`src/rtl/dtw_ram.sv`:
```
// dtw_ram: simple dual-port synchronous ram, one write and one registered read port
// no dependencies; holds the reference samples and the cost column

module dtw_ram #(
  parameter int DEPTH = 256,
  parameter int WIDTH = 16
) (
  input  logic                     clk,
  input  logic                     we,
  input  logic [$clog2(DEPTH)-1:0] waddr,
  input  logic [WIDTH-1:0]         wdata,
  input  logic [$clog2(DEPTH)-1:0] raddr,
  output logic [WIDTH-1:0]         rdata
);

  logic [WIDTH-1:0] mem [DEPTH];

  always_ff @(posedge clk) begin
    if (we) begin
      mem[waddr] <= wdata;
    end
  end

  always_ff @(posedge clk) begin
    rdata <= mem[raddr];
  end

endmodule

```
`config.mk`:
```
export PLATFORM = sky130hd
export DESIGN_NAME = dtw_ram
export DESIGN_NICKNAME = d
export VERILOG_FILES = /design/src/rtl/dtw_ram.sv
export SDC_FILE = /design/constraint.sdc
export NUM_CORES = 2
export LEC_CHECK = 0
export BUFFER_PORTS_ARGS = -buffer_cell sky130_fd_sc_hd__buf_4
export CAP_MARGIN = 40
export CORE_ASPECT_RATIO = 0.5
export CORE_UTILIZATION = 50
export DETAILED_ROUTE_END_ITERATION = 6
export MAX_ROUTING_LAYER = met4
export PLACE_DENSITY = 0.77
export SLEW_MARGIN = 40
export SYNTH_ARGS = -nofsm -noshare
export SYNTH_HDL_FRONTEND = slang
export SYNTH_SLANG_ARGS = --single-unit
```
`constraint.sdc`:
```
create_clock -name clk -period 2.9 [get_ports clk]
set_clock_uncertainty 0.2 [all_clocks]
set_input_delay 0.58 -clock clk [delete_from_list [all_inputs] [get_ports clk]]
set_output_delay 0.58 -clock clk [all_outputs]
set_load 0.05 [all_outputs]
```
==> Word level (Yosys, flattened, before mapping) <==
Memories as Yosys holds them, arrays and structs flattened. A register that Yosys moved wholly into a read port is not among the register bits.
Cells that the tools add are included.
{ "totals": {"latch_bits": 0, "mem_bits_rw": 4096, "mem_bits_ro": 0, "mem_count": 1, "in_bits": 34, "wordCells": 3, "out_inout_bits": 16, "register_bits": 0} }
{ "memory_table": {"columns": ["name", "depth", "width", "read_ports", "rd_ports_with_merged_regs", "wr", "line_no", "text"], "rows": [
  ["mem", 256, 16, 1, 1, 1, "16", "logic [WIDTH-1:0] mem [DEPTH];"]
]} }
{ "classes": {"n_mul": 0, "muxes": 2, "bitwise": 0, "n_reduce_logical": 0, "n_eq_ne": 0, "n_div": 0, "shifts": 0, "magnitude_cmp": 0, "n_addsub": 0} }
{ "ops": {"columns": ["op", "n"], "rows": [
  ["1-bit two-way mux", 2]
]} }

==> Logic depth before layout (Yosys ltp) <==
{ "depth": {"depth_word": 2, "depth_mapped": 12, "depth_no_buf": 6} }

==> Least setup slack after synthesis <==
OpenSTA, ideal clock, no wires.
{ "synth_timing": {"path_kind": "input to register", "startpoint": "in waddr[3]", "endpoint": "mem mem[235][0] (enable)", "required_ns": 2.312, "setup_ns": 0.388, "n_path_buf": 3, "setup_slack_ns": -0.045, "stages": 6, "arrival_time_ns": 2.357, "path_cell_list": "clkbuf_1 > nor2b_1 > clkbuf_1 > nand4_1 > clkbuf_1 > nor2_1"} }
{ "synth_rtl": {"columns": ["element", "line_no", "text"], "rows": [
  ["from (decl)", "10", "input logic [$clog2(DEPTH)-1:0] waddr,"],
  ["to (decl)", "16", null]
]} }
Straight into the memory's write port.

==> flow_metrics.py <==
metrics = {
    "layout": {
        "area_growth_syn_to_layout_pct": 16.69,
        "final_common_cell": "edfxtp_1",
        "drive_gt1_share_pct": 29.79,
        "fill_cells": 20840,
        "final_cell_mix": "edfxtp_1, buf_4, mux4_2",
        "multi_input_area_sq_um": 33040,
        "regArea_sq_um": 123300,
        "fin_nets": 8455,
        "fin_util_pct": 58.97,
    },
    "global_route": {
        "grt_pass1_wl_um": 611700,
        "overflow": 0,
        "antenna_found_initial": 27,
        "grt_pass1_vias": 83800,
        "track_usage_pct": 27.43,
        "grt_max_degree": 97,
    },
    "synth": {
        "synth_edf_count": 4096,
        "synth.avg_cell_area_sq_um": 21.56,
        "async_flop_share_pct": 0,
        "synth_area_leaders": "edfxtp_1, mux4_2, mux2i_1",
        "syn-instance-count": 7360,
        "synthesis.area_sq_um": 158700,
        "ys_types": 52,
        "ys_warn_count": 0,
        "synth_seq_cells": 4112,
        "synth_nets": 7394,
        "ys_seq_area_share_pct": 77.70,
        "synth_ff_type": "edfxtp_1",
        "yosysTopAreaCell": "edfxtp_1",
        "synth_top_area_share_pct": 77.50,
    },
    "route": {
        "topRoutingLayerUsed": "met4",
        "avgRoutedWirePerCell_um": 33.52,
        "wl_met1_um": 152200,
        "vias_per_cell": 6.565,
        "routed_wl_um": 432400,
        "drtPass1Iterations": 7,
        "wl_met3_um": 58560,
        "num_vias": 84690,
        "drcViolationCount": 0,
        "ant_nets": 0,
        "drtIter0Drc": 13750,
        "wl_met2_um": 200600,
    },
    "floorplanning": {
        "die_w_um": 798.8,
        "die_h_um": 400.4,
        "coreArea_sq_um": 314000,
        "ios": 50,
        "die_area_sq_um": 319800,
        "rows": 145,
        "start_util_pct": 50.54,
    },
    "worst_setup_path": {
        "cp-start-kind": "input port",
        "crit_required_ps": 3460,
        "critPathKind": "input port to register",
        "end_kind": "register",
        "cp.arrival_ps": 3480,
        "critPathMaxFanout": 21,
    },
    "clock_network": {
        "htreeDepth": 5,
        "postCtsSetupBuffers": 0,
        "cts.sinks": 4112,
        "cts_buffers": 353,
        "clock_path_buffers": 4,
        "cts-root-buf": "clkbuf_16",
        "clk_pin_slew_worst_paths_ps": 70,
        "cts_tree": "yes",
        "clk-insertion-delay-late_ps": 950,
    },
    "outcome": {
        "status": "finished with violations",
        "violations": "setup timing",
    },
    "run": {
        "drv_cap": 0,
    },
    "placement": {
        "dp_hpwl_um": 259900,
        "gp_congestion": 0.9692,
        "port_buffers": 49,
    },
    "sta": {
        "drv_slew": 0,
        "fin_crit_ps": 2917,
        "relSlewSlack_pct": 44.03,
        "hold_viol": 0,
        "period_share_pct": 100.6,
        "setup_viol": 4,
        "finalSetupTns_ps": -45.67,
        "fmax_mhz": 342.8,
        "worst_slack_ps": -17.23,
        "worst_pin_slew_ps": 839.6,
    },
    "pwr": {
        "peakVddDrop_uv": 536.6,
        "p_per_area_nw_per_um2": 649.2,
        "leakagePower_uw": 0.05988,
    },
    "worst_hold_path": {
        "worst_hold_path_type": "input port to register",
    },
}
-- report_power, final --
part           total, uW  leakage (uW)  switching [uW]  internal, uW
clock network      47400       0.00546           21500         25900
logic               7280        0.0175            4460          2820
registers          65600        0.0369             116         65500
total             120000        0.0599           26100         94200
-- metrics by stage --
step                      setup slack [ps]  power [uW]  std cells  hold slack (ps)  cell area [sq um]
after floorplan                     -45.00       70200       7360            478.9             158700
after global routing                -77.98      122600      12900            124.9             185200
after detailed placement             -1191       73850      12240            742.9             173700
final                               -17.23      120200      12900            130.1             185200
after global placement               -1193       73680      12240            739.8             173600
after CTS                            11.32      120200      12880            75.15             185100
-- cell families after synthesis --
| group | Yosys count | synth area share (%) |
|---|---|---|
| DFF | 4112 | 77.70 |
| and+or+nand+nor | 556 | 1.574 |
| muxes | 1450 | 15.50 |
| AOI/OAI and AO/OA | 786 | 3.537 |
| buffers and inverters | 456 | 1.693 |
-- critical path, cell delays in order --
cell	delay (ps)
buf_16	160
buf_12	200
buf_4	240
buf_12	230
mux4_2	550
mux2_2	270
a221oi_1	460
buf_4	210
o31ai_1	80
o32ai_2	320
nor4_2	130
-- worst paths after layout --
kind | endpoint | slack (ps) | startpoint | cells after the start
max | rdata[4] | -20 | raddr[0] | 11
min | mem[5][12] | 130 | we | 3
max reg2reg | rdata[2] | -10 | mem[54][2] | 6
min reg2reg | rdata[15] | 860 | mem[193][15] | 6
-- layout make-up --
type | instances | share of cell area (%)
sequential | 4112 | 66.59
timing repair buffer | 1158 | 6.645
inverter | 4 | 0.01486
clock buffer | 438 | 5.016
antenna | 18 | 0.02432
clock inverter | 190 | 1.041
tap | 4189 | 2.830
multi-input combinational | 2792 | 17.84
-- cell usage after synthesis, types with 2 or more instances --
cell       count
nand3_1       35
a211oi_1      18
o32ai_1       20
buf_4         26
a22oi_1       43
dfxtp_1       16
buf_1         27
and3_1        11
nor2_1       304
nand2b_1       3
buf_6         77
clkbuf_1     230
o21ai_0       37
buf_8         11
nand4b_1       3
buf_2         76
and4_1         2
mux2_2        88
o31ai_1       16
nor3_1        92
a221oi_1      28
edfxtp_1    4096
nand2_1       38
a31oi_1        6
a21oi_1      175
a2111oi_0      6
a22o_1        32
a21o_1         2
nor4_1        17
buf_12         5
mux4_2       797
or2_2          4
nor4bb_1       2
mux2i_1      565
o22ai_1      148
inv_1          3
or3_1          2
nor2b_1        9
nand4_1       26
o221ai_1     252
-- registers in the layout, summed over array words and instances (netlist names) --
signal	count
mem	4096
rdata	16
-- what timing repair did --
item,CTS,global route
cloned,0,0
hold endpoints to repair,689,0
endpoints found under the setup margin,6,5
hold buffers,16,0
pin swaps,0,1
gates resized for setup,7,8
-- metal layers --
metal | vias to the layer above | GRT usage [%]
li1 | 33410 | -
met1 | 43750 | 36.65
met2 | 6470 | 41.12
met3 | 1066 | 6.449
met4 | 0 | 11.25
met5 | - | -
No activity file was read; power rests on OpenSTA's default activity.
