===== src/rtl/dtw_pkg.sv =====
// dtw_pkg: shared constants and codes for the dynamic time warping cost block
// no dependencies; imported by the top module, the divider and the checker (not by dtw_ram)

package dtw_pkg;

  localparam int REF_DEPTH   = 256;
  localparam int SAMPLE_BITS = 16;
  localparam int ADDR_W      = $clog2(REF_DEPTH);
  localparam int LEN_W       = $clog2(REF_DEPTH + 1);
  localparam int DIFF_W      = SAMPLE_BITS + 1;
  localparam int IN_DATA_W   = ((SAMPLE_BITS + 7) / 8) * 8;

  localparam int COST_W      = 48;
  localparam logic [COST_W-1:0] COST_MAX = '1;
  localparam int FRAC_BITS   = 8;

  localparam int QLEN_W      = 32;
  localparam int DEN_W       = QLEN_W + 1;
  localparam int DIVIDEND_W  = COST_W + FRAC_BITS;
  localparam int DIV_CNT_W   = $clog2(DIVIDEND_W + 1);

  localparam int STATUS_W    = 2;
  localparam logic [STATUS_W-1:0] STATUS_OK     = 2'd0;
  localparam logic [STATUS_W-1:0] STATUS_NO_REF = 2'd1;
  localparam logic [STATUS_W-1:0] STATUS_TRUNC  = 2'd2;

  localparam logic OP_REF   = 1'b0;
  localparam logic OP_QUERY = 1'b1;

  localparam int PADDR_W = 3;
  localparam int PDATA_W = 32;
  localparam logic [PADDR_W-1:0] REG_NORM_ADDR = 3'd0;

endpackage


===== src/rtl/dtw_div.sv =====
// dtw_div: restoring divider, one quotient bit per cycle, for the normalised cost
// depends on dtw_pkg

module dtw_div
  import dtw_pkg::*;
(
  input  logic                  clk,
  input  logic                  rst_n,
  input  logic                  start,
  input  logic [DIVIDEND_W-1:0] dividend,
  input  logic [DEN_W-1:0]      divisor,
  output logic                  done,
  output logic [DIVIDEND_W-1:0] quotient
);

  logic                  busy_r;
  logic                  done_r;
  logic [DIV_CNT_W-1:0]  cnt_r;
  logic [DEN_W-1:0]      rem_r;
  logic [DEN_W-1:0]      den_r;
  logic [DIVIDEND_W-1:0] quo_r;
  logic [DEN_W:0]        trial;
  logic                  ge;
  logic [DEN_W-1:0]      rem_nxt;

  always_comb begin
    trial   = {rem_r, quo_r[DIVIDEND_W-1]};
    ge      = trial >= {1'b0, den_r};
    rem_nxt = ge ? DEN_W'(trial - {1'b0, den_r}) : DEN_W'(trial);
  end

  always_ff @(posedge clk) begin
    if (!rst_n) begin
      busy_r <= 1'b0;
      done_r <= 1'b0;
      cnt_r  <= '0;
    end else begin
      done_r <= busy_r && !start && (cnt_r == DIV_CNT_W'(1));
      if (start) begin
        busy_r <= 1'b1;
        cnt_r  <= DIV_CNT_W'(DIVIDEND_W);
      end else if (busy_r) begin
        cnt_r <= cnt_r - DIV_CNT_W'(1);
        if (cnt_r == DIV_CNT_W'(1)) begin
          busy_r <= 1'b0;
        end
      end
    end
  end

  always_ff @(posedge clk) begin
    if (start) begin
      rem_r <= '0;
      quo_r <= dividend;
      den_r <= divisor;
    end else if (busy_r) begin
      rem_r <= rem_nxt;
      quo_r <= {quo_r[DIVIDEND_W-2:0], ge};
    end
  end

  assign done     = done_r;
  assign quotient = quo_r;

endmodule


===== config.mk =====
export PLATFORM = sky130hd
export DESIGN_NAME = dtw_div
export DESIGN_NICKNAME = d
export VERILOG_FILES = /design/src/rtl/dtw_pkg.sv /design/src/rtl/dtw_div.sv
export SDC_FILE = /design/constraint.sdc
export NUM_CORES = 1
export LEC_CHECK = 0
export ABC_AREA = 1
export BUFFER_PORTS_ARGS = -buffer_cell sky130_fd_sc_hd__buf_2
export CAP_MARGIN = 20
export CORE_UTILIZATION = 40
export DETAILED_ROUTE_END_ITERATION = 12
export GPL_TIMING_DRIVEN = 1
export MAX_ROUTING_LAYER = met4
export PLACE_DENSITY_LB_ADDON = 0.25
export SYNTH_ARGS = -nofsm -noshare
export SYNTH_HDL_FRONTEND = slang
export SYNTH_SLANG_ARGS = --single-unit

===== constraint.sdc =====
create_clock -name clk -period 4.49 [get_ports clk]
set_input_delay 0.449 -clock clk [delete_from_list [all_inputs] [get_ports clk]]
set_output_delay 0.449 -clock clk [all_outputs]
set_load 0.005 [all_outputs]

### Yosys cells after proc, flatten, opt, wreduce, memory -nomap -nowiden

Cells that the tools add are included.

| operators by class | value |
|---|---|
| multiplexer cells | 8 |
| order comparisons | 1 |
| bitwise logic cells | 1 |
| equality and inequality tests | 1 |
| reduce and logical (&&, ||, !) cells | 5 |
| add/subtract/negate cells | 2 |

Operators with widths:

| kind | number |
|---|---|
| $mux W56 | 2 |
| $ge A34 B33 Y1 | 1 |
| $mux W33 | 1 |
| $sub A33 B33 Y33 | 1 |
| $mux W6 | 2 |
| $eq A6 B1 Y1 const B | 1 |
| $sub A6 B1 Y6 const B | 1 |
| $mux W1 | 3 |
| $logic_and A1 B1 Y1 | 2 |
| $reduce_bool A2 Y1 | 1 |
| $reduce_or A2 Y1 | 1 |
| $logic_not A1 Y1 | 1 |
| $not A1 Y1 | 1 |

| storage, ports and cells | value |
|---|---|
| output and inout port bits | 57 |
| logic and storage cells | 25 |
| register bits after elaboration | 130 |

### Depth between registers and ports, before layout

| depth | value |
|---|---|
| word-level depth | 4 |
| depth in mapped cells | 18 |
| gate-level depth less buffers | 17 |

### Least setup slack after synthesis

OpenSTA, ideal clock, no wires.

| timing path | value |
|---|---|
| path type | input to register |
| start | input port start |
| end | register quo_r[0], in the netlist quotient[0] (enable) |
| required time | 4080 ps |
| stages | 4 |
| arrival | 2065 ps |
| path slack | 2015 ps |
| library setup time | 410 ps |
| path through | clkbuf_1 nor2_1 clkbuf_1 inv_1 |

| on the way | value |
|---|---|
| word-level cells in the longest chain between the ends | 1 |

Ends and longest elaborated chain:

| item | line | source |
|---|---|---|
| from (decl) | dtw_div.sv:9 | `input logic start,` |
| $reduce_bool A2 Y1 (no source line) | - |  |
| to (signal assigned) | dtw_div.sv:54 | `quo_r <= dividend;` |
| to (signal assigned) | dtw_div.sv:58 | `quo_r <= {quo_r[DIVIDEND_W-2:0], ge};` |
| to (decl) | dtw_div.sv:21 | `logic [DIVIDEND_W-1:0] quo_r;` |

Every way passes these cells.
A chain may end at the register's enable or synchronous reset.

### Worst setup path after layout

| timing path | value |
|---|---|
| start | register quo_r[55], in the netlist quotient[55] |
| end | register rem_r[18] |

| on the way | value |
|---|---|
| word-level cells in the longest chain between the ends | 2 |
| elaborated cells between the ends (all ways) | 3 |

Ends and longest elaborated chain:

| item | line | source |
|---|---|---|
| $sub A33 B33 Y33 / $ge A34 B33 Y1 (equally long branches) | dtw_div.sv:29, dtw_div.sv:28 |  |
| $mux W33 * | dtw_div.sv:29 | `rem_nxt = ge ? DEN_W'(trial - {1'b0, den_r}) : DEN_W'(trial);` |
| to (signal assigned) | dtw_div.sv:57 | `rem_r <= rem_nxt;` |
| to (decl) | dtw_div.sv:19 | `logic [DEN_W-1:0] rem_r;` |

Mark *: on every way between the ends. The rest lies on a longest branch, timed or not.

==> results.txt <==
Result of the run: finished, final reports clean
Synthesized area per cell: 7.44 µm²
TritonRoute pass-1 iters: 4
Die Span Y: 146 µm
Min-Delay Path Class: in -> reg
I/O pin count: 149
Tmin final: 2.64 ns
Mapped Cells: 1117
Max Buffers Root-to-Sink: 2
Power Density: 321 nW/µm²
Total GRT Usage: 0.201
DRT iter0 DRCs: 449
Number of global-route vias before repair: 6848
Mapped Area: 8310 µm²
Fin. max-slew vios: 0
CTS tree: yes
IO Port Bufs: 148
CTS Hold Bufs: 0
VDD IR max: 0.000222 V
R2R cell count: 17
WL final: 19900 µm
Ys Warns: 0
Pleak: 0.00518 µW
Clk slew on worst S/H paths: 0.06 ns
DR WL/cell: 12.9 µm
First-pass GRT wire length: 33200 µm
Max Cap Violations: 0
Netlist cell types: 37
Vias per inst: 4.64
Maximum fanout along the worst path: 35
Clock root cell: clkbuf_16
Share of the synthesized area in the top cell type: 0.321
Period Utilization, post-route: 0.588
Commonest non-fill, non-tap cell in the layout: nand2_1
Core area: 20300 µm²
WP data arrival: 3.00 ns
Fin util: 0.482
Antenna viol nets, final: 0
RePlAce Congestion: 0.923
Register area share after synthesis: 0.420
Largest net degree at the start of global routing: 63
Width of the die: 146 µm
Worst-Margin Slew: 1.07 ns
CP Launch Type: register
Post_cts resized: 0
Hold Crit Depth: 1
Num CTS Buffers: 17
Clock sink count: 130
# nets final: 1386
Post-CTS setup buffers: 0
H-tree level count: 4
Vias after detailed routing: 7155
Area leader, netlist: edfxtp_1
Clk_skew: 0.00992 ns
Initial antenna violation count: 0
Dpl hpwl: 14500 µm
Fin Setup TNS: 0 ns
DRC: 0
Starting Density: 0.410
Most frequent cells in the layout: nand2_1, inv_1, buf_2
Cell Rows: 52
Max frequency: 0.379 GHz
GRT overflow: 0
Mapped Nets: 1245
Layout cell share with drive strength beyond 1: 0.209
RSZ-0062 raised after global routing: no
Setup CP Type: reg -> reg
Slew Limit Headroom: 0.287
Top cells by area, synth: edfxtp_1, nand2_1, dfxtp_1
Final setup fails: 0
Clk_lat worst skew: 0.42 ns
Synth Register Bits: 130
Req. time, crit path: 4.85 ns
Die area: 21400 µm²
Ant diodes: 0
Setup crit end kind: register
Area grow syn2layout: 17.7%
Hold Violations, Final: 0
[cell type report]
type | count | area (µm²)
tap | 270 | 338
sequential | 130 | 3490
fill | 2093 | 10500
multi-input combinational | 786 | 3980
timing repair buffer | 151 | 766
clock buffer | 18 | 429
inverter | 172 | 646
clock inverter | 14 | 133
[report_power, final]
group,switching [µW],internal (µW),total (µW)
Sequential,44.0,1380,1430
Clock,572,769,1340
Combinational,228,145,374
[flip-flops by register name, indices dropped and copies added (netlist names)]
name,count
cnt_r,6
den_r,33
done,1
rem_r,33
quotient,56
busy_r,1
[layer usage]
| metal | vias to the layer above | GRT usage | routed length [µm] |
|---|---|---|---|
| met2 | 213 | 0.303 | 8620 |
| met4 | 0 | 0.0740 | 342 |
| met3 | 24 | 0.0406 | 1230 |
| met1 | 3182 | 0.267 | 9660 |
| li1 | 3736 | - | - |
| met5 | - | - | 0 |
[cells in the mapped netlist]
library cell,instances
buf_1,3
nor3_4,1
nand2_8,2
buf_6,4
nand3_2,20
nand2_1,492
fa_1,1
clkinv_1,1
buf_2,1
nor2_1,45
nand3b_2,1
nor4_1,1
inv_1,167
ha_1,35
a31oi_1,2
o21ai_0,3
nor2_8,1
edfxtp_1,89
xnor2_1,14
and2_1,5
nor2_2,9
xor2_1,1
nand2_2,39
nand2_4,3
a211oi_1,1
nand4_1,4
nor3_1,8
buf_12,3
a21oi_1,22
inv_2,4
o21bai_1,1
nand3_1,30
or2_4,1
buf_4,4
nand3b_1,44
clkbuf_1,14
dfxtp_1,41
[worst max-delay path, cell delays in order, from the launching register on]
cell and delay, ns:
edfxtp_1 0.38, inv_1 0.10, ha_1 0.15, inv_1 0.08, fa_1 0.42, nand2_2 0.09, nand2_2 0.07, nand3b_2 0.08
nand2_2 0.07, nand2_2 0.08, nand2_4 0.07, nand2_4 0.07, nand2_4 0.06, nand2_8 0.23, nand2_8 0.27, nand2_1 0.16
nand3_1 0.08, nand2_1 0.10
[cell families (layout without fill, tap and decap cells)]
| logic type | Yosys count | in the layout | synth area share |
|---|---|---|---|
| and+or+nand+nor | 706 | 706 | 0.388 |
| AOI/OAI and AO/OA | 29 | 29 | 0.0184 |
| xor gates and xnor gates | 15 | 15 | 0.0158 |
| buffers and inverters | 201 | 355 | 0.102 |
| adders and majority gates | 36 | 36 | 0.0551 |
| DFF | 130 | 130 | 0.420 |
[metrics by stage]
step	hold slack [ns]	total power, µW	setup WS [ns]	cells	cell area [µm²]
floorplan	0.426	1660	2.01	1117	8310
global placement	0.437	1820	1.83	1509	9220
detailed placement	0.439	1830	1.81	1509	9220
CTS	0.185	3170	1.85	1541	9790
global route	0.186	3280	1.66	1541	9790
finish	0.201	3140	1.85	1541	9790
[final timing paths]
kind / start / end / slack [ns]
setup / recovery: quotient[55]$_DFFE_PP_ / rem_r[18]$_SDFFE_PP0P_ / 1.85
hold / removal: divisor[2] / den_r[2]$_DFFE_PP_ / 0.20
setup reg to reg: quotient[55]$_DFFE_PP_ / rem_r[18]$_SDFFE_PP0P_ / 1.85
hold reg to reg: rem_r[32]$_SDFFE_PP0P_ / rem_r[32]$_SDFFE_PP0P_ / 0.46
(Power assumes the default switching activity.)
